File: src/i2cram_pkg.sv
// shared types and constants of the i2c register access master
package i2cram_pkg;

   localparam logic [1:0] KIND_TICK  = 2'd0;
   localparam logic [1:0] KIND_WRITE = 2'd1;
   localparam logic [1:0] KIND_READ  = 2'd2;

   localparam logic [6:0] DEV_ADDR_RESET = 7'd104;
   localparam logic [2:0] LAST_BIT       = 3'd7;

   localparam int CSR_ADDR_W = 3;
   localparam int CSR_DATA_W = 32;
   localparam logic [0:0] CSR_IDX_DEV_ADDR = 1'b0;

   typedef enum logic [1:0] {
      OP_TICK,
      OP_WRITE,
      OP_READ,
      OP_NONE
   } op_type;

   typedef enum logic [14:0] {
      PH_IDLE    = 15'b000000000000001,
      PH_START_A = 15'b000000000000010,
      PH_ADDR_W  = 15'b000000000000100,
      PH_ACK_A   = 15'b000000000001000,
      PH_REG     = 15'b000000000010000,
      PH_ACK_R   = 15'b000000000100000,
      PH_DATA    = 15'b000000001000000,
      PH_ACK_D   = 15'b000000010000000,
      PH_START_B = 15'b000000100000000,
      PH_ADDR_R  = 15'b000001000000000,
      PH_ACK_B   = 15'b000010000000000,
      PH_RX_PREP = 15'b000100000000000,
      PH_RX_BITS = 15'b001000000000000,
      PH_TX_NACK = 15'b010000000000000,
      PH_STOP    = 15'b100000000000000
   } phase_type;

   typedef struct packed {
      op_type     op;
      logic [7:0] reg_addr;
      logic [7:0] write_data;
      logic       sda_in;
   } entry_type;

   // handoff between front queue and back sequencer
   typedef struct packed {
      logic      valid;
      entry_type entry;
   } queue_head_type;

endpackage

File: src/i2cram_if.sv
// request and response channel interfaces
interface i2cram_req_if;
   logic       valid;
   logic       ready;
   logic [1:0] kind;
   logic [7:0] reg_addr;
   logic [7:0] write_data;
   logic       sda_in;

   modport source (output valid, kind, reg_addr, write_data, sda_in, input ready);
   modport sink (input valid, kind, reg_addr, write_data, sda_in, output ready);
endinterface

interface i2cram_rsp_if;
   logic       valid;
   logic       ready;
   logic       scl_level;
   logic       sda_level;
   logic       busy_res;
   logic       done_res;
   logic [7:0] read_byte;
   logic       nack_seen;

   modport source (output valid, scl_level, sda_level, busy_res, done_res, read_byte,
                   nack_seen, input ready);
   modport sink (input valid, scl_level, sda_level, busy_res, done_res, read_byte,
                 nack_seen, output ready);
endinterface

File: src/i2cram_front.sv
// front end: accepts request beats, classifies them and queues them
module i2cram_front #(
   parameter int DEPTH = 2
) (
   input  logic                       clock,
   input  logic                       reset,
   i2cram_req_if.sink                 req_chan,
   input  logic                       pop,
   output i2cram_pkg::queue_head_type head
);

   localparam int PTR_W = (DEPTH > 1) ? $clog2(DEPTH) : 1;
   localparam int CNT_W = $clog2(DEPTH + 1);
   localparam logic [PTR_W-1:0] PTR_LAST = PTR_W'(DEPTH - 1);
   localparam logic [CNT_W-1:0] CNT_FULL = CNT_W'(DEPTH);

   i2cram_pkg::entry_type entry_ff [DEPTH];
   i2cram_pkg::entry_type entry_in;
   logic [PTR_W-1:0] wr_ptr_ff, rd_ptr_ff;
   logic [CNT_W-1:0] count_ff, count_in;
   logic accept;

   assign req_chan.ready = (count_ff != CNT_FULL);
   assign accept = req_chan.valid && req_chan.ready;

   // classify the kind code
   always_comb begin
      entry_in.reg_addr   = req_chan.reg_addr;
      entry_in.write_data = req_chan.write_data;
      entry_in.sda_in     = req_chan.sda_in;
      case (req_chan.kind)
         i2cram_pkg::KIND_TICK:  entry_in.op = i2cram_pkg::OP_TICK;
         i2cram_pkg::KIND_WRITE: entry_in.op = i2cram_pkg::OP_WRITE;
         i2cram_pkg::KIND_READ:  entry_in.op = i2cram_pkg::OP_READ;
         default:                entry_in.op = i2cram_pkg::OP_NONE;
      endcase
   end

   always_comb begin
      count_in = count_ff;
      if (accept && !pop) begin
         count_in = count_ff + CNT_W'(1);
      end else if (!accept && pop) begin
         count_in = count_ff - CNT_W'(1);
      end
   end

   always_ff @(posedge clock) begin
      if (accept) begin
         entry_ff[wr_ptr_ff] <= entry_in;
      end
   end

   always_ff @(posedge clock) begin
      if (reset) begin
         wr_ptr_ff <= '0;
         rd_ptr_ff <= '0;
         count_ff  <= '0;
      end else begin
         count_ff <= count_in;
         if (accept) begin
            wr_ptr_ff <= (wr_ptr_ff == PTR_LAST) ? '0 : wr_ptr_ff + PTR_W'(1);
         end
         if (pop) begin
            rd_ptr_ff <= (rd_ptr_ff == PTR_LAST) ? '0 : rd_ptr_ff + PTR_W'(1);
         end
      end
   end

   assign head.valid = (count_ff != '0);
   assign head.entry = entry_ff[rd_ptr_ff];

endmodule

File: src/i2cram_seq.sv
// back end: pin sequencer and registered response stage
module i2cram_seq (
   input  logic                       clock,
   input  logic                       reset,
   input  i2cram_pkg::queue_head_type head,
   output logic                       pop,
   input  logic [6:0]                 dev_addr,
   i2cram_rsp_if.source               rsp_chan
);

   i2cram_pkg::phase_type phase_ff, phase_in;
   logic [1:0] step_ff, step_in;
   logic [2:0] bit_ff, bit_in;
   logic       is_read_ff, is_read_in;
   logic [7:0] reg_ff, reg_in;
   logic [7:0] data_ff, data_in;
   logic [7:0] shift_ff, shift_in;
   logic       nack_ff, nack_in;
   logic       scl_line_ff, scl_line_in;
   logic       sda_line_ff, sda_line_in;
   logic       done;

   logic       rsp_valid_ff;
   logic       rsp_scl_ff, rsp_sda_ff, rsp_busy_ff, rsp_done_ff, rsp_nack_ff;
   logic [7:0] rsp_byte_ff;

   logic [7:0]            tx_byte;
   logic                  tx_bit;
   i2cram_pkg::phase_type next_phase;

   assign pop = head.valid && (!rsp_valid_ff || rsp_chan.ready);

   // byte on the wire for the current send phase
   always_comb begin
      case (phase_ff)
         i2cram_pkg::PH_ADDR_W: tx_byte = {dev_addr, 1'b0};
         i2cram_pkg::PH_ADDR_R: tx_byte = {dev_addr, 1'b1};
         i2cram_pkg::PH_REG:    tx_byte = reg_ff;
         default:               tx_byte = data_ff;
      endcase
   end

   assign tx_bit = tx_byte[i2cram_pkg::LAST_BIT - bit_ff];

   // phase that follows a start, send or ack phase
   always_comb begin
      case (phase_ff)
         i2cram_pkg::PH_START_A: next_phase = i2cram_pkg::PH_ADDR_W;
         i2cram_pkg::PH_ADDR_W:  next_phase = i2cram_pkg::PH_ACK_A;
         i2cram_pkg::PH_ACK_A:   next_phase = i2cram_pkg::PH_REG;
         i2cram_pkg::PH_REG:     next_phase = i2cram_pkg::PH_ACK_R;
         i2cram_pkg::PH_ACK_R:
            next_phase = is_read_ff ? i2cram_pkg::PH_START_B : i2cram_pkg::PH_DATA;
         i2cram_pkg::PH_DATA:    next_phase = i2cram_pkg::PH_ACK_D;
         i2cram_pkg::PH_ACK_D:   next_phase = i2cram_pkg::PH_STOP;
         i2cram_pkg::PH_START_B: next_phase = i2cram_pkg::PH_ADDR_R;
         i2cram_pkg::PH_ADDR_R:  next_phase = i2cram_pkg::PH_ACK_B;
         i2cram_pkg::PH_ACK_B:   next_phase = i2cram_pkg::PH_RX_PREP;
         default:                next_phase = i2cram_pkg::PH_IDLE;
      endcase
   end

   always_comb begin
      phase_in    = phase_ff;
      step_in     = step_ff;
      bit_in      = bit_ff;
      is_read_in  = is_read_ff;
      reg_in      = reg_ff;
      data_in     = data_ff;
      shift_in    = shift_ff;
      nack_in     = nack_ff;
      scl_line_in = scl_line_ff;
      sda_line_in = sda_line_ff;
      done        = 1'b0;
      if (pop) begin
         case (head.entry.op)
            i2cram_pkg::OP_TICK: begin
               case (phase_ff)
                  i2cram_pkg::PH_IDLE: begin
                  end
                  i2cram_pkg::PH_START_A, i2cram_pkg::PH_START_B: begin
                     step_in = step_ff + 2'd1;
                     case (step_ff)
                        2'd0: sda_line_in = 1'b1;
                        2'd1: scl_line_in = 1'b1;
                        2'd2: sda_line_in = 1'b0;
                        default: begin
                           scl_line_in = 1'b0;
                           phase_in    = next_phase;
                           step_in     = 2'd0;
                           bit_in      = 3'd0;
                        end
                     endcase
                  end
                  i2cram_pkg::PH_ADDR_W, i2cram_pkg::PH_REG, i2cram_pkg::PH_DATA,
                  i2cram_pkg::PH_ADDR_R: begin
                     if (step_ff == 2'd0) begin
                        sda_line_in = tx_bit;
                        step_in     = 2'd1;
                     end else if (step_ff == 2'd1) begin
                        scl_line_in = 1'b1;
                        step_in     = 2'd2;
                     end else begin
                        scl_line_in = 1'b0;
                        step_in     = 2'd0;
                        if (bit_ff == i2cram_pkg::LAST_BIT) begin
                           phase_in = next_phase;
                           bit_in   = 3'd0;
                        end else begin
                           bit_in = bit_ff + 3'd1;
                        end
                     end
                  end
                  i2cram_pkg::PH_ACK_A, i2cram_pkg::PH_ACK_R, i2cram_pkg::PH_ACK_D,
                  i2cram_pkg::PH_ACK_B: begin
                     step_in = step_ff + 2'd1;
                     case (step_ff)
                        2'd0: sda_line_in = 1'b1;
                        2'd1: scl_line_in = 1'b1;
                        2'd2: begin
                           if (head.entry.sda_in) begin
                              nack_in = 1'b1;
                           end
                        end
                        default: begin
                           scl_line_in = 1'b0;
                           phase_in    = next_phase;
                           step_in     = 2'd0;
                           bit_in      = 3'd0;
                        end
                     endcase
                  end
                  i2cram_pkg::PH_RX_PREP: begin
                     sda_line_in = 1'b1;
                     shift_in    = 8'd0;
                     phase_in    = i2cram_pkg::PH_RX_BITS;
                     step_in     = 2'd0;
                     bit_in      = 3'd0;
                  end
                  i2cram_pkg::PH_RX_BITS: begin
                     if (step_ff == 2'd0) begin
                        scl_line_in = 1'b1;
                        step_in     = 2'd1;
                     end else if (step_ff == 2'd1) begin
                        shift_in = {shift_ff[6:0], head.entry.sda_in};
                        step_in  = 2'd2;
                     end else begin
                        scl_line_in = 1'b0;
                        step_in     = 2'd0;
                        if (bit_ff == i2cram_pkg::LAST_BIT) begin
                           phase_in = i2cram_pkg::PH_TX_NACK;
                           bit_in   = 3'd0;
                        end else begin
                           bit_in = bit_ff + 3'd1;
                        end
                     end
                  end
                  i2cram_pkg::PH_TX_NACK: begin
                     if (step_ff == 2'd0) begin
                        sda_line_in = 1'b1;
                        step_in     = 2'd1;
                     end else if (step_ff == 2'd1) begin
                        scl_line_in = 1'b1;
                        step_in     = 2'd2;
                     end else begin
                        scl_line_in = 1'b0;
                        phase_in    = i2cram_pkg::PH_STOP;
                        step_in     = 2'd0;
                        bit_in      = 3'd0;
                     end
                  end
                  i2cram_pkg::PH_STOP: begin
                     if (step_ff == 2'd0) begin
                        sda_line_in = 1'b0;
                        step_in     = 2'd1;
                     end else if (step_ff == 2'd1) begin
                        scl_line_in = 1'b1;
                        step_in     = 2'd2;
                     end else begin
                        sda_line_in = 1'b1;
                        phase_in    = i2cram_pkg::PH_IDLE;
                        step_in     = 2'd0;
                        bit_in      = 3'd0;
                        done        = 1'b1;
                     end
                  end
                  default: begin
                     phase_in = i2cram_pkg::PH_IDLE;
                     step_in  = 2'd0;
                     bit_in   = 3'd0;
                  end
               endcase
            end
            i2cram_pkg::OP_WRITE, i2cram_pkg::OP_READ: begin
               if (phase_ff == i2cram_pkg::PH_IDLE) begin
                  is_read_in = (head.entry.op == i2cram_pkg::OP_READ);
                  reg_in     = head.entry.reg_addr;
                  data_in    = head.entry.write_data;
                  nack_in    = 1'b0;
                  phase_in   = i2cram_pkg::PH_START_A;
                  step_in    = 2'd0;
                  bit_in     = 3'd0;
               end
            end
            default: begin
            end
         endcase
      end
   end

   always_ff @(posedge clock) begin
      if (reset) begin
         phase_ff     <= i2cram_pkg::PH_IDLE;
         step_ff      <= 2'd0;
         bit_ff       <= 3'd0;
         is_read_ff   <= 1'b0;
         reg_ff       <= 8'd0;
         data_ff      <= 8'd0;
         shift_ff     <= 8'd0;
         nack_ff      <= 1'b0;
         scl_line_ff  <= 1'b1;
         sda_line_ff  <= 1'b1;
         rsp_valid_ff <= 1'b0;
      end else begin
         phase_ff    <= phase_in;
         step_ff     <= step_in;
         bit_ff      <= bit_in;
         is_read_ff  <= is_read_in;
         reg_ff      <= reg_in;
         data_ff     <= data_in;
         shift_ff    <= shift_in;
         nack_ff     <= nack_in;
         scl_line_ff <= scl_line_in;
         sda_line_ff <= sda_line_in;
         if (pop) begin
            rsp_valid_ff <= 1'b1;
         end else if (rsp_chan.ready) begin
            rsp_valid_ff <= 1'b0;
         end
      end
   end

   always_ff @(posedge clock) begin
      if (pop) begin
         rsp_scl_ff  <= scl_line_in;
         rsp_sda_ff  <= sda_line_in;
         rsp_busy_ff <= (phase_in != i2cram_pkg::PH_IDLE);
         rsp_done_ff <= done;
         rsp_byte_ff <= (done && is_read_ff) ? shift_in : 8'd0;
         rsp_nack_ff <= nack_in;
      end
   end

   assign rsp_chan.valid     = rsp_valid_ff;
   assign rsp_chan.scl_level = rsp_scl_ff;
   assign rsp_chan.sda_level = rsp_sda_ff;
   assign rsp_chan.busy_res  = rsp_busy_ff;
   assign rsp_chan.done_res  = rsp_done_ff;
   assign rsp_chan.read_byte = rsp_byte_ff;
   assign rsp_chan.nack_seen = rsp_nack_ff;

endmodule

File: src/i2c_register_access_master.sv
// top level of the bit-banged i2c register access master
// usage:
//   req_chan carries one beat per item: a tick (advances one pin operation),
//   a write request or a read request, with register number, write byte and
//   the sampled data line level
//   rsp_chan returns exactly one beat per request beat, in order: clock and
//   data line levels, busy, done, the read byte and the sticky nack flag
//   the csr port holds the seven-bit device address (byte address 0)
// timing:
//   an accepted request beat waits in the front queue until it is popped, which
//   needs the response register free or being taken; on the pop the sequencer
//   steps and loads the response register, which then offers its response beat
//   throughput is one beat per clock while rsp_chan takes every beat; the
//   sequencer steps on every pop, so ticks may arrive back to back
// reset:
//   lines released high, sequencer idle, queue empty, device address 104
// stalls:
//   when rsp_chan is held off the response register keeps its beat, the
//   queue of QUEUE_DEPTH entries fills and then req_chan ready drops
module i2c_register_access_master #(
   parameter int QUEUE_DEPTH = 2
) (
   input  logic                                clock,
   input  logic                                reset,
   i2cram_req_if.sink                          req_chan,
   i2cram_rsp_if.source                        rsp_chan,
   input  logic                                csr_psel,
   input  logic                                csr_penable,
   input  logic                                csr_pwrite,
   input  logic [i2cram_pkg::CSR_ADDR_W-1:0]   csr_paddr,
   input  logic [i2cram_pkg::CSR_DATA_W-1:0]   csr_pwdata,
   output logic [i2cram_pkg::CSR_DATA_W-1:0]   csr_prdata,
   output logic                                csr_pready
);

   i2cram_pkg::queue_head_type head;
   logic       pop;
   logic [6:0] dev_addr_ff;
   logic       csr_hit;

   // register index is the word address
   assign csr_hit    = (csr_paddr[2] == i2cram_pkg::CSR_IDX_DEV_ADDR);
   assign csr_pready = 1'b1;

   always_ff @(posedge clock) begin
      if (reset) begin
         dev_addr_ff <= i2cram_pkg::DEV_ADDR_RESET;
      end else if (csr_psel && csr_penable && csr_pwrite && csr_hit) begin
         dev_addr_ff <= csr_pwdata[6:0];
      end
   end

   assign csr_prdata = csr_hit ? {(i2cram_pkg::CSR_DATA_W - 7)'(0), dev_addr_ff} : '0;

   // front: accept and classify beats into the queue
   i2cram_front #(
      .DEPTH (QUEUE_DEPTH)
   ) u_front (
      .clock    (clock),
      .reset    (reset),
      .req_chan (req_chan),
      .pop      (pop),
      .head     (head)
   );

   // back: pin sequencer with registered response
   i2cram_seq u_seq (
      .clock    (clock),
      .reset    (reset),
      .head     (head),
      .pop      (pop),
      .dev_addr (dev_addr_ff),
      .rsp_chan (rsp_chan)
   );

endmodule

File: src/flat_wrapper.sv
// flat-port wrapper written by rule: the top's interface ports become plain ports
module i2c_register_access_master_flat 
#(
   parameter int QUEUE_DEPTH = 2
)
  (clock, reset, csr_psel, csr_penable, csr_pwrite, csr_paddr, csr_pwdata, csr_prdata, csr_pready, req_chan_valid, req_chan_kind, req_chan_reg_addr, req_chan_write_data, req_chan_sda_in, req_chan_ready, rsp_chan_valid, rsp_chan_scl_level, rsp_chan_sda_level, rsp_chan_busy_res, rsp_chan_done_res, rsp_chan_read_byte, rsp_chan_nack_seen, rsp_chan_ready);
  i2cram_req_if req_chan_i ();
  i2cram_rsp_if rsp_chan_i ();
  input  logic clock;
  input  logic reset;
  input  logic csr_psel;
  input  logic csr_penable;
  input  logic csr_pwrite;
  input  logic [i2cram_pkg::CSR_ADDR_W-1:0] csr_paddr;
  input  logic [i2cram_pkg::CSR_DATA_W-1:0] csr_pwdata;
  output logic [i2cram_pkg::CSR_DATA_W-1:0] csr_prdata;
  output logic csr_pready;
  input wire logic [$bits(req_chan_i.valid)-1:0] req_chan_valid;
  input wire logic [$bits(req_chan_i.kind)-1:0] req_chan_kind;
  input wire logic [$bits(req_chan_i.reg_addr)-1:0] req_chan_reg_addr;
  input wire logic [$bits(req_chan_i.write_data)-1:0] req_chan_write_data;
  input wire logic [$bits(req_chan_i.sda_in)-1:0] req_chan_sda_in;
  output wire logic [$bits(req_chan_i.ready)-1:0] req_chan_ready;
  output wire logic [$bits(rsp_chan_i.valid)-1:0] rsp_chan_valid;
  output wire logic [$bits(rsp_chan_i.scl_level)-1:0] rsp_chan_scl_level;
  output wire logic [$bits(rsp_chan_i.sda_level)-1:0] rsp_chan_sda_level;
  output wire logic [$bits(rsp_chan_i.busy_res)-1:0] rsp_chan_busy_res;
  output wire logic [$bits(rsp_chan_i.done_res)-1:0] rsp_chan_done_res;
  output wire logic [$bits(rsp_chan_i.read_byte)-1:0] rsp_chan_read_byte;
  output wire logic [$bits(rsp_chan_i.nack_seen)-1:0] rsp_chan_nack_seen;
  input wire logic [$bits(rsp_chan_i.ready)-1:0] rsp_chan_ready;
  assign req_chan_i.valid = req_chan_valid;
  assign req_chan_i.kind = req_chan_kind;
  assign req_chan_i.reg_addr = req_chan_reg_addr;
  assign req_chan_i.write_data = req_chan_write_data;
  assign req_chan_i.sda_in = req_chan_sda_in;
  assign req_chan_ready = req_chan_i.ready;
  assign rsp_chan_valid = rsp_chan_i.valid;
  assign rsp_chan_scl_level = rsp_chan_i.scl_level;
  assign rsp_chan_sda_level = rsp_chan_i.sda_level;
  assign rsp_chan_busy_res = rsp_chan_i.busy_res;
  assign rsp_chan_done_res = rsp_chan_i.done_res;
  assign rsp_chan_read_byte = rsp_chan_i.read_byte;
  assign rsp_chan_nack_seen = rsp_chan_i.nack_seen;
  assign rsp_chan_i.ready = rsp_chan_ready;
  i2c_register_access_master #(.QUEUE_DEPTH(QUEUE_DEPTH)) u_core (.clock(clock), .reset(reset), .req_chan(req_chan_i), .rsp_chan(rsp_chan_i), .csr_psel(csr_psel), .csr_penable(csr_penable), .csr_pwrite(csr_pwrite), .csr_paddr(csr_paddr), .csr_pwdata(csr_pwdata), .csr_prdata(csr_prdata), .csr_pready(csr_pready));
endmodule
File: config.mk
export PLATFORM = sky130hd
export DESIGN_NAME = i2c_register_access_master_flat
export DESIGN_NICKNAME = d
export VERILOG_FILES = /design/src/i2cram_pkg.sv /design/src/i2cram_if.sv /design/src/i2cram_front.sv /design/src/i2cram_seq.sv /design/src/i2c_register_access_master.sv /design/src/flat_wrapper.sv
export SDC_FILE = /design/constraint.sdc
export NUM_CORES = 1
export LEC_CHECK = 0
export ABC_CLOCK_PERIOD_IN_PS = 5300
export BUFFER_PORTS_ARGS = -buffer_cell sky130_fd_sc_hd__buf_4
export CORE_ASPECT_RATIO = 1.4
export CORE_MARGIN = 1.5
export CORE_UTILIZATION = 57
export CTS_BUF_LIST = sky130_fd_sc_hd__clkbuf_2 sky130_fd_sc_hd__clkbuf_4 sky130_fd_sc_hd__clkbuf_8
export CTS_CLUSTER_SIZE = 40
export DETAILED_ROUTE_END_ITERATION = 8
export PLACE_DENSITY = 0.81
export SLEW_MARGIN = 20
export SYNTH_ARGS = -nofsm -noshare
export SYNTH_HDL_FRONTEND = slang
export SYNTH_SLANG_ARGS = --single-unit
File: constraint.sdc
create_clock -name clock -period 5.3 [get_ports clock]
set_clock_uncertainty 0.2 [all_clocks]
set_input_delay 0.53 -clock clock [delete_from_list [all_inputs] [get_ports clock]]
set_output_delay 0.53 -clock clock [all_outputs]
set_load 0.03 [all_outputs]
==> results.cfg, run 1 <==
[setup_path]
path_class = flop to flop
path_max_fanout = 19
path_cells = buf_4 > mux2i_1 > ha_1 > nand3_1 > nor2_1 > a21oi_1 > a311o_1 > or4b_1
crit_path_top_delay_cell = nor2_1
max_stage_delay_ns = 0.52
crit_family = simple AND/OR/NAND/NOR gates
crit_path_start_kind = flop
cp-end-kind = flop
crit_arrival_ns = 3.55
crit_required_ns = 5.24
crit_buf_inv = 1

[drt]
first_pass_iters = 5
top_layer_used = met4
route.met2.wl_um = 6662
met1Wirelength_um = 4855
drc = 0
detail_route.wl_per_cell_um = 17.29
viasPerCell = 5.809
vias = 4235
wl_met3_um = 508
wl_um = 12600
detail-route-antenna-nets = 0
drtIter0Drc = 312

[layout]
final_nets = 664
multi_input_area_um2 = 2615
final_area_um2 = 6230
num-fill-cells = 803
syn_to_final_growth_pct = 10.08
fin_util = 0.6514
seq_area_um2 = 2753
layout-drive-gt1-share = 0.1675
diodes = 0

[sta]
grt_setup_unrepaired = no
worstMarginPinSlew_ns = 0.8526
fin_crit_ns = 3.609
hold_slack_ns = 0.1320
hold_violations = 0
timing.final.max_slew_violations = 0
fin_ws_ns = 1.691
relSlewSlack = 0.4316
fmax_mhz = 277.1
fin_crit_sh = 0.6810
tns_ns = 0
setup_viol = 0

[power]
p_leak_uw = 0.002364
peakVddDrop_v = 0.0002552
power_density_nw_per_um2 = 403.7

[clocking]
cts_tree = yes
cts.repair.resized = 0
cts_setup_buffers = 0
clock_path_buffers = 2
clockRootBuffer = clkbuf_8
htree_num_levels = 3
holdBufCountCts = 0
clk-insertion-delay-late_ns = 0.39
cts_buffers = 9
cts_sinks = 112
path_clk_slew_ns = 0.12

[global_routing]
grt_first_pass_wirelength_um = 20050
antenna_found_initial = 0
grt_pass1_vias = 4163
grt_max_degree = 47
grt-ovfl-total = 0
grtUsageTotal = 0.2479

[yosys]
post-synth-top-count-cell = nor2_1
synthArstFlopShare = 0
yosysTopAreaCell = edfxtp_1
ys_warn_count = 0
synth_edf_count = 51
netlist_instances = 551
ys_types = 68
netlist.area_leader.share = 0.2706
syn_area_um2 = 5659
synthTopCellsByArea = edfxtp_1 (27%), dfxtp_1 (22%), mux2i_1 (5.0%)
yosys_register_bits = 112
synth_flop_cell = dfxtp_1
synth_seq_area_share = 0.4864
netlist_top_cells_count = nor2_1 (68), dfxtp_1 (61), edfxtp_1 (51)
syn_area_per_cell_um2 = 10.27

[place]
place_congestion = 0.9118
place_area_um2 = 6051
pre_cts_slack_ns = 1.680
dp_hpwl_um = 9549
numPortBuffers = 55

[die]
core_um2 = 9564
die_w_um = 87.21
initial_utilization = 0.5917
row_count = 42
pin_count = 109
die_y_um = 120.9
die_area_um2 = 10540

[hold_path]
hold_path.class = input port to flop

[run]
max_cap_viol_count = 0

[run_status]
outcome = finished, final reports clean
## through the flow
step | power [uW] | instances
finish | 2515 | 729
detailed placement | 2057 | 713
floorplan | 1833 | 575
CTS | 2518 | 729
global route | 2646 | 729
global placement | 2029 | 713
## logic make-up after synthesis
logic type,Yosys count,share of synthesized area
flops,112,0.4864
fa+ha+maj,11,0.02432
xor+xnor,5,0.007740
compound gates,129,0.1616
mux,31,0.06146
buf+inv,71,0.06832
other cells,2,0.001327
simple gates,190,0.1888
## metal layers
metal | track usage | vias up
li1 | - | 2077
met1 | 0.2767 | 2000
met2 | 0.4399 | 118
met3 | 0.04830 | 40
met4 | 0.1280 | 0
met5 | 0 | -
## final cells by class
type / count / share of cell area
Multi-Input combinational cell: 392 / 0.4198
Tap cell: 132 / 0.02651
Sequential cell: 112 / 0.4419
Timing Repair Buffer: 61 / 0.07351
Inverter: 16 / 0.009640
Clock buffer: 9 / 0.01988
Clock inverter: 7 / 0.008837
## sequential cells by signal, summed over array words and instances (netlist names), 2 cells and up, named ones only
signal,cells
u_core.u_seq.rsp_chan.read_byte,8
u_core.u_seq.shift_ff,8
u_core.u_seq.bit_ff,3
u_core.u_seq.data_ff,8
u_core.u_seq.step_ff,2
u_core.u_front.entry_ff,38
u_core.u_seq.reg_ff,8
u_core.u_seq.phase_ff,15
u_core.u_front.count_ff,2
u_core.dev_addr_ff,7
## power breakdown
part / internal (uW) / switching, uW
registers: 1090 / 82.1
logic: 316 / 554
clock network: 176 / 299
total: 1580 / 936
## final timing paths
kind	from	endpoint	slack, ns	cells past startpoint
max	flop	u_core.u_seq.rsp_chan.busy_res	1.69	8
min	req_chan_write_data[3]	u_core.u_front.entry_ff[1][4]	0.13	1
max reg2reg	flop	u_core.u_seq.rsp_chan.busy_res	1.69	8
min reg2reg	u_core.u_seq.data_ff[3]	u_core.u_seq.data_ff[3]	0.31	2
## layout by cell type, fill, tap and decap left out, types with 5 or more instances in the layout
cell	count
inv_1	16
a22o_1	12
nor2b_1	10
nand3_1	7
nor2_1	68
mux2i_1	28
nor4b_1	11
edfxtp_1	51
a31oi_1	5
or3_1	5
dfxtp_1	61
clkbuf_8	9
buf_4	61
ha_1	11
nand4_1	6
a211oi_1	21
nor3_1	8
conb_1	26
nand2b_1	7
nand2_1	27
a21oi_1	23
o21ai_1	5
a22oi_1	12
o21ai_0	15
Note: power is estimated with default switching activity, not from simulation.
==> run 2, diff against run 1 <==
Settings changed: ABC_AREA set to 1, ABC_CLOCK_PERIOD_IN_PS 5300 to 3500, CORE_UTILIZATION 57 to 58.
Clock period 5.3 ns to 3.5 ns, I/O delays scaled along.
==> results.cfg, run 2 <==
[layout]
layout-drive-gt1-share = 0.1838
final_common_cell = nand2_1
top_regs = u_core.u_front.entry_ff: 38 flops, u_core.u_seq.phase_ff: 15 flops
final_nets = 932
top_register = u_core.u_front.entry_ff
layout_common_cells = nand2_1 (189), nor2_1 (93), inv_1 (64)
largest_register_ffs = 38
syn_to_final_growth_pct = 13.56
fin_util = 0.6817
diodes = 0

[die]
die_area_um2 = 11410
pin_count = 109
die_w_um = 90.71
initial_utilization = 0.6003
die_y_um = 125.8
row_count = 44
core_um2 = 10410

[clocking]
cts_buffers = 9
path_clk_slew_ns = 0.12
clk-insertion-delay-late_ns = 0.39
cts_tree = yes
clockRootBuffer = clkbuf_8
htree_num_levels = 3
cts_sinks = 112
clock_path_buffers = 2

[power]
p_leak_uw = 0.003074
peakVddDrop_v = 0.0004762
power_density_nw_per_um2 = 635.7

[yosys]
ys_types = 54
yosys_register_bits = 112
synth_seq_area_share = 0.4407
post-synth-top-count-cell = nand2_1
synth_edf_count = 51
netlist.area_leader.share = 0.2452
ys_warn_count = 0
synthTopCellsByArea = edfxtp_1 (25%), dfxtp_1 (20%), nand2_1 (11%)
synthArstFlopShare = 0
syn_area_per_cell_um2 = 7.916
netlist_top_cells_count = nand2_1 (189), nor2_1 (93), inv_1 (64)
yosysTopAreaCell = edfxtp_1
synth_flop_cell = dfxtp_1
netlist_instances = 789
syn_area_um2 = 6246

[hold_path]
min_path_cells = 3
min_from = csr_pwdata[1]
hold_path.class = input port to flop
min_to = u_core.dev_addr_ff[1]

[drt]
detail_route.wl_per_cell_um = 15.80
vias = 5477
drtIter0Drc = 353
wl_um = 15850
drc = 0
viasPerCell = 5.461
first_pass_iters = 6
detail-route-antenna-nets = 0

[global_routing]
antenna_found_initial = 0
grt-ovfl-total = 0
grtUsageTotal = 0.2810
grt_first_pass_wirelength_um = 25260
grt_pass1_vias = 5338
grt_max_degree = 34

[sta]
fin_crit_sh = 0.8995
setup_viol = 0
hold_violations = 0
fin_crit_ns = 3.148
fmax_mhz = 317.6
grt_setup_unrepaired = no
timing.final.max_slew_violations = 0
relSlewSlack = 0.4699
worstMarginPinSlew_ns = 0.7943
tns_ns = 0

[setup_path]
path_max_fanout = 6
worst_r2r_endpoint = u_core.u_seq.rsp_chan.busy_res
cp-end-kind = flop
worstRegToRegCells = 18
crit_required_ns = 3.45
crit_arrival_ns = 3.10
rrSetupSlack_ns = 0.35
r2r-start = u_core.u_seq.step_ff[1]
crit_path_start_kind = flop
path_class = flop to flop

[place]
dp_hpwl_um = 11830
place_congestion = 0.9710
numPortBuffers = 55

[run_status]
outcome = finished, final reports clean

[run]
max_cap_viol_count = 0
[run 2: cell types whose count changed in the layout (fill, tap and decap cells not counted), sizes merged, moves of 11 or more]
cell,delta
a31oi,+14
nor2,+44
dlygate4sd3,+22
o21ai,+28
nand3,+41
mux2i,-28
a22o,-12
a21oi,+13
inv,+65
nor4b,-11
nand2,+179
a211oi,-19
[run 2: cell type report]
class	count	area, um^2
Fill cell	826	3312
Tap cell	138	172.7
Clock buffer	9	123.9
Sequential cell	112	2753
Inverter	83	314.1
Multi-Input combinational cell	569	2958
Clock inverter	7	78.83
Timing Repair Buffer	85	693.2
[run 2: worst max path at each step]
stage / from / endpoint / slack, ns / depth (start not counted)
2_1_floorplan: flop / u_core.u_seq.rsp_chan.busy_res / 0.85 / 14
3_3_place_gp: u_core.u_seq.step_ff[1] / u_core.u_seq.rsp_chan.busy_res / 0.38 / 16
3_5_place_dp: u_core.u_seq.step_ff[1] / u_core.u_seq.rsp_chan.busy_res / 0.40 / 16
4_1_cts: u_core.u_seq.step_ff[1] / u_core.u_seq.rsp_chan.busy_res / 0.38 / 16
5_1_grt: u_core.u_seq.step_ff[1] / u_core.u_seq.rsp_chan.busy_res / 0.003 / 18
6_report: u_core.u_seq.step_ff[1] / u_core.u_seq.rsp_chan.busy_res / 0.35 / 18
[run 2: routing by layer]
layer	track usage	up-vias	share of wire
met2	0.5290	143	0.54
met4	0.1401	0	0.041
met5	0	-	0
met1	0.3048	2586	0.39
met3	0.03563	44	0.035
li1	-	2704	-
[run 2: where the power goes]
part           switching (uW)  internal (uW)
logic                    1290            581
registers                 155           1690
clock network             459            340
total                    1900           2610
[run 2: per-stage QoR]
step | power (uW) | setup slack [ns] | instances | instance area (um^2) | hold WS [ns]
6_report | 4509 | 0.3517 | 1003 | 7093 | 0.05738
5_1_grt | 4749 | 0.002745 | 1003 | 7093 | 0.09483
4_1_cts | 4477 | 0.3796 | 1003 | 7093 | 0.05141
3_5_place_dp | 3674 | 0.4019 | 965 | 6670 | 0.2526
3_3_place_gp | 3619 | 0.3787 | 965 | 6670 | 0.2365
2_1_floorplan | 3170 | 0.8460 | 813 | 6336 | 0.2257
[run 2: what timing repair did]
item / 4_1_cts / 5_1_grt
hold endpoints to repair: 41 / 0
hold buffers: 22 / 0
setup buffers: 0 / 0
gates resized for setup: 0 / 0
[run 2: worst max-delay path, cell delays in order, from the launching register on]
cell and delay [ns]:
dfxtp_1 0.42, inv_1 0.12, ha_1 0.31, nor2_1 0.33, inv_1 0.20, nor2_1 0.24
inv_1 0.14, nand2_1 0.12, nand2_2 0.07, nor2_4 0.11, nand2_2 0.11, nand2_1 0.07
nand2_1 0.06, nand2_2 0.06, nand2_1 0.05, nor2_1 0.08, nand2_1 0.06, nor2_1 0.11
nand3_1 0.08
[run 2: logic make-up (layout without fill, tap and decap cells)]
group,count (synthesis),count (layout),share of synthesized area
AOI/OAI and AO/OA,139,139,0.1334
xor gates and xnor gates,1,1,0.001402
adders and majority gates,11,11,0.02203
buffers and inverters,132,184,0.1002
DFF,112,112,0.4407
other,2,26,0.001202
and+or+nand+nor,392,392,0.3011
==> run 3, diff against run 2 <==
Settings changed: ABC_AREA 1 to not set, ABC_CLOCK_PERIOD_IN_PS 3500 to not set, CORE_UTILIZATION 58 to 57.
==> results.cfg, run 3 (synthesis results as in run 1) <==
[run_status]
outcome = finished, final reports clean

[layout]
diodes = 0
top_register = u_core.u_front.entry_ff
layout_common_cells = buf_4 (81), nor2_1 (68), dfxtp_1 (61)
final_common_cell = buf_4
syn_to_final_growth_pct = 17.82
top_regs = u_core.u_front.entry_ff: 38 flops, u_core.u_seq.phase_ff: 15 flops
final_nets = 706
layout-drive-gt1-share = 0.1956
largest_register_ffs = 38
num-fill-cells = 728

[place]
place_congestion = 0.8972
numPortBuffers = 55
pre_cts_slack_ns = 0.1002
dp_hpwl_um = 9763

[sta]
worstMarginPinSlew_ns = 0.8474
fin_crit_ns = 3.394
fin_crit_sh = 0.9697
grt_setup_unrepaired = no
setup_viol = 0
tns_ns = 0
fmax_mhz = 294.6
hold_violations = 0
timing.final.max_slew_violations = 0
fin_ws_ns = 0.1061
relSlewSlack = 0.4350

[drt]
detail_route.wl_per_cell_um = 18.17
detail-route-antenna-nets = 0
viasPerCell = 5.905
drtIter0Drc = 342
wl_um = 14010
drc = 0
vias = 4553
first_pass_iters = 5

[clocking]
path_clk_slew_ns = 0.11
clockRootBuffer = clkbuf_8
clk-insertion-delay-late_ns = 0.37
clock_path_buffers = 2
htree_num_levels = 3
cts_tree = yes
cts_sinks = 112
cts_setup_buffers = 0
cts_buffers = 9

[setup_path]
crit_arrival_ns = 3.31
path_max_fanout = 9
worstRegToRegCells = 8
cp-end-kind = flop
crit_path_start_kind = flop
worst_r2r_endpoint = u_core.u_seq.rsp_chan.busy_res
crit_required_ns = 3.42
path_class = flop to flop
rrSetupSlack_ns = 0.11
r2r-start = u_core.u_seq.phase_ff[1]

[die]
pin_count = 109
row_count = 42
die_area_um2 = 10540
die_y_um = 120.9
die_w_um = 87.21
initial_utilization = 0.5917
core_um2 = 9564

[power]
sw_frac_of_total = 0.3655
p_sw_uw = 1471
power_density_nw_per_um2 = 603.6
p_clk_frac = 0.196
peakVddDrop_v = 0.0003579
p_int_uw = 2554
seqPwrFrac = 0.445
p_comb_frac = 0.359
p_leak_uw = 0.002594

[global_routing]
grt_max_degree = 47
grtUsageTotal = 0.2730
grt_first_pass_wirelength_um = 21880
antenna_found_initial = 0
grt-ovfl-total = 0
grt_pass1_vias = 4444

[hold_path]
hold_path.class = input port to flop
min_path_cells = 3
min_to = u_core.dev_addr_ff[6]
min_from = csr_pwdata[6]

[run]
max_cap_viol_count = 0
-- run 3: worst max path at each step --
stage	to	slack, ns	from
floorplan	u_core.u_seq.rsp_chan.busy_res	0.18	flop
global placement	u_core.u_seq.rsp_chan.busy_res	0.11	u_core.u_seq.phase_ff[9]
detailed placement	u_core.u_seq.rsp_chan.busy_res	0.10	u_core.u_seq.phase_ff[9]
CTS	u_core.u_seq.rsp_chan.busy_res	0.05	u_core.u_seq.phase_ff[9]
global route	u_core.u_seq.rsp_chan.busy_res	0.02	u_core.u_seq.phase_ff[2]
finish	u_core.u_seq.rsp_chan.busy_res	0.11	u_core.u_seq.phase_ff[1]
-- run 3: final cells by class --
cell class	instances	area (um^2)	area share
Sequential cell	112	2753	0.4128
Clock buffer	9	123.9	0.01858
Tap cell	132	165.2	0.02477
Clock inverter	7	76.32	0.01145
Timing Repair Buffer	103	838.3	0.1257
Inverter	16	60.06	0.009007
Multi-Input combinational cell	392	2651	0.3976
-- run 3: timing repair --
action                     in CTS  in global routing
hold buffers                   21                  0
resized for setup               0                  5
setup endpoints to repair       0                 12
hold endpoints to repair       40                  0
-- run 3: power by group through the flow --
stage	clock [uW]	sequential (uW)	combinational, uW
after global routing	847	1810	1550
after CTS	791	1780	1410
after global placement	0	1790	1360
after floorplan	0	1860	919
final	790	1790	1440
after detailed placement	0	1810	1380
-- run 3: metal layers --
metal / GRT usage / share of wire
met2: 0.5005 / 0.54
met1: 0.3039 / 0.37
met5: 0 / 0
met3: 0.04286 / 0.053
met4: 0.1250 / 0.036
-- run 3: metrics by stage --
stage	total power (uW)	cell area [um^2]	util	hold slack (ns)	std cells
2_1_floorplan	2777	5752	-	0.2489	575
3_3_place_gp	3149	6227	0.6511	0.2879	734
3_5_place_dp	3187	6227	0.6511	0.2927	734
4_1_cts	3982	6638	0.6940	0.004772	771
5_1_grt	4212	6668	0.6971	0.005082	771
6_report	4025	6668	0.6971	0.01793	771
-- run 3: critical path: stages, from the launching register on --
cell,delay (ns)
dfxtp_1,0.58
nor4_4,0.16
a22oi_1,0.25
o211ai_1,0.20
nand2b_1,0.35
a32oi_1,0.44
nand2_1,0.13
a311o_1,0.36
or4b_1,0.47
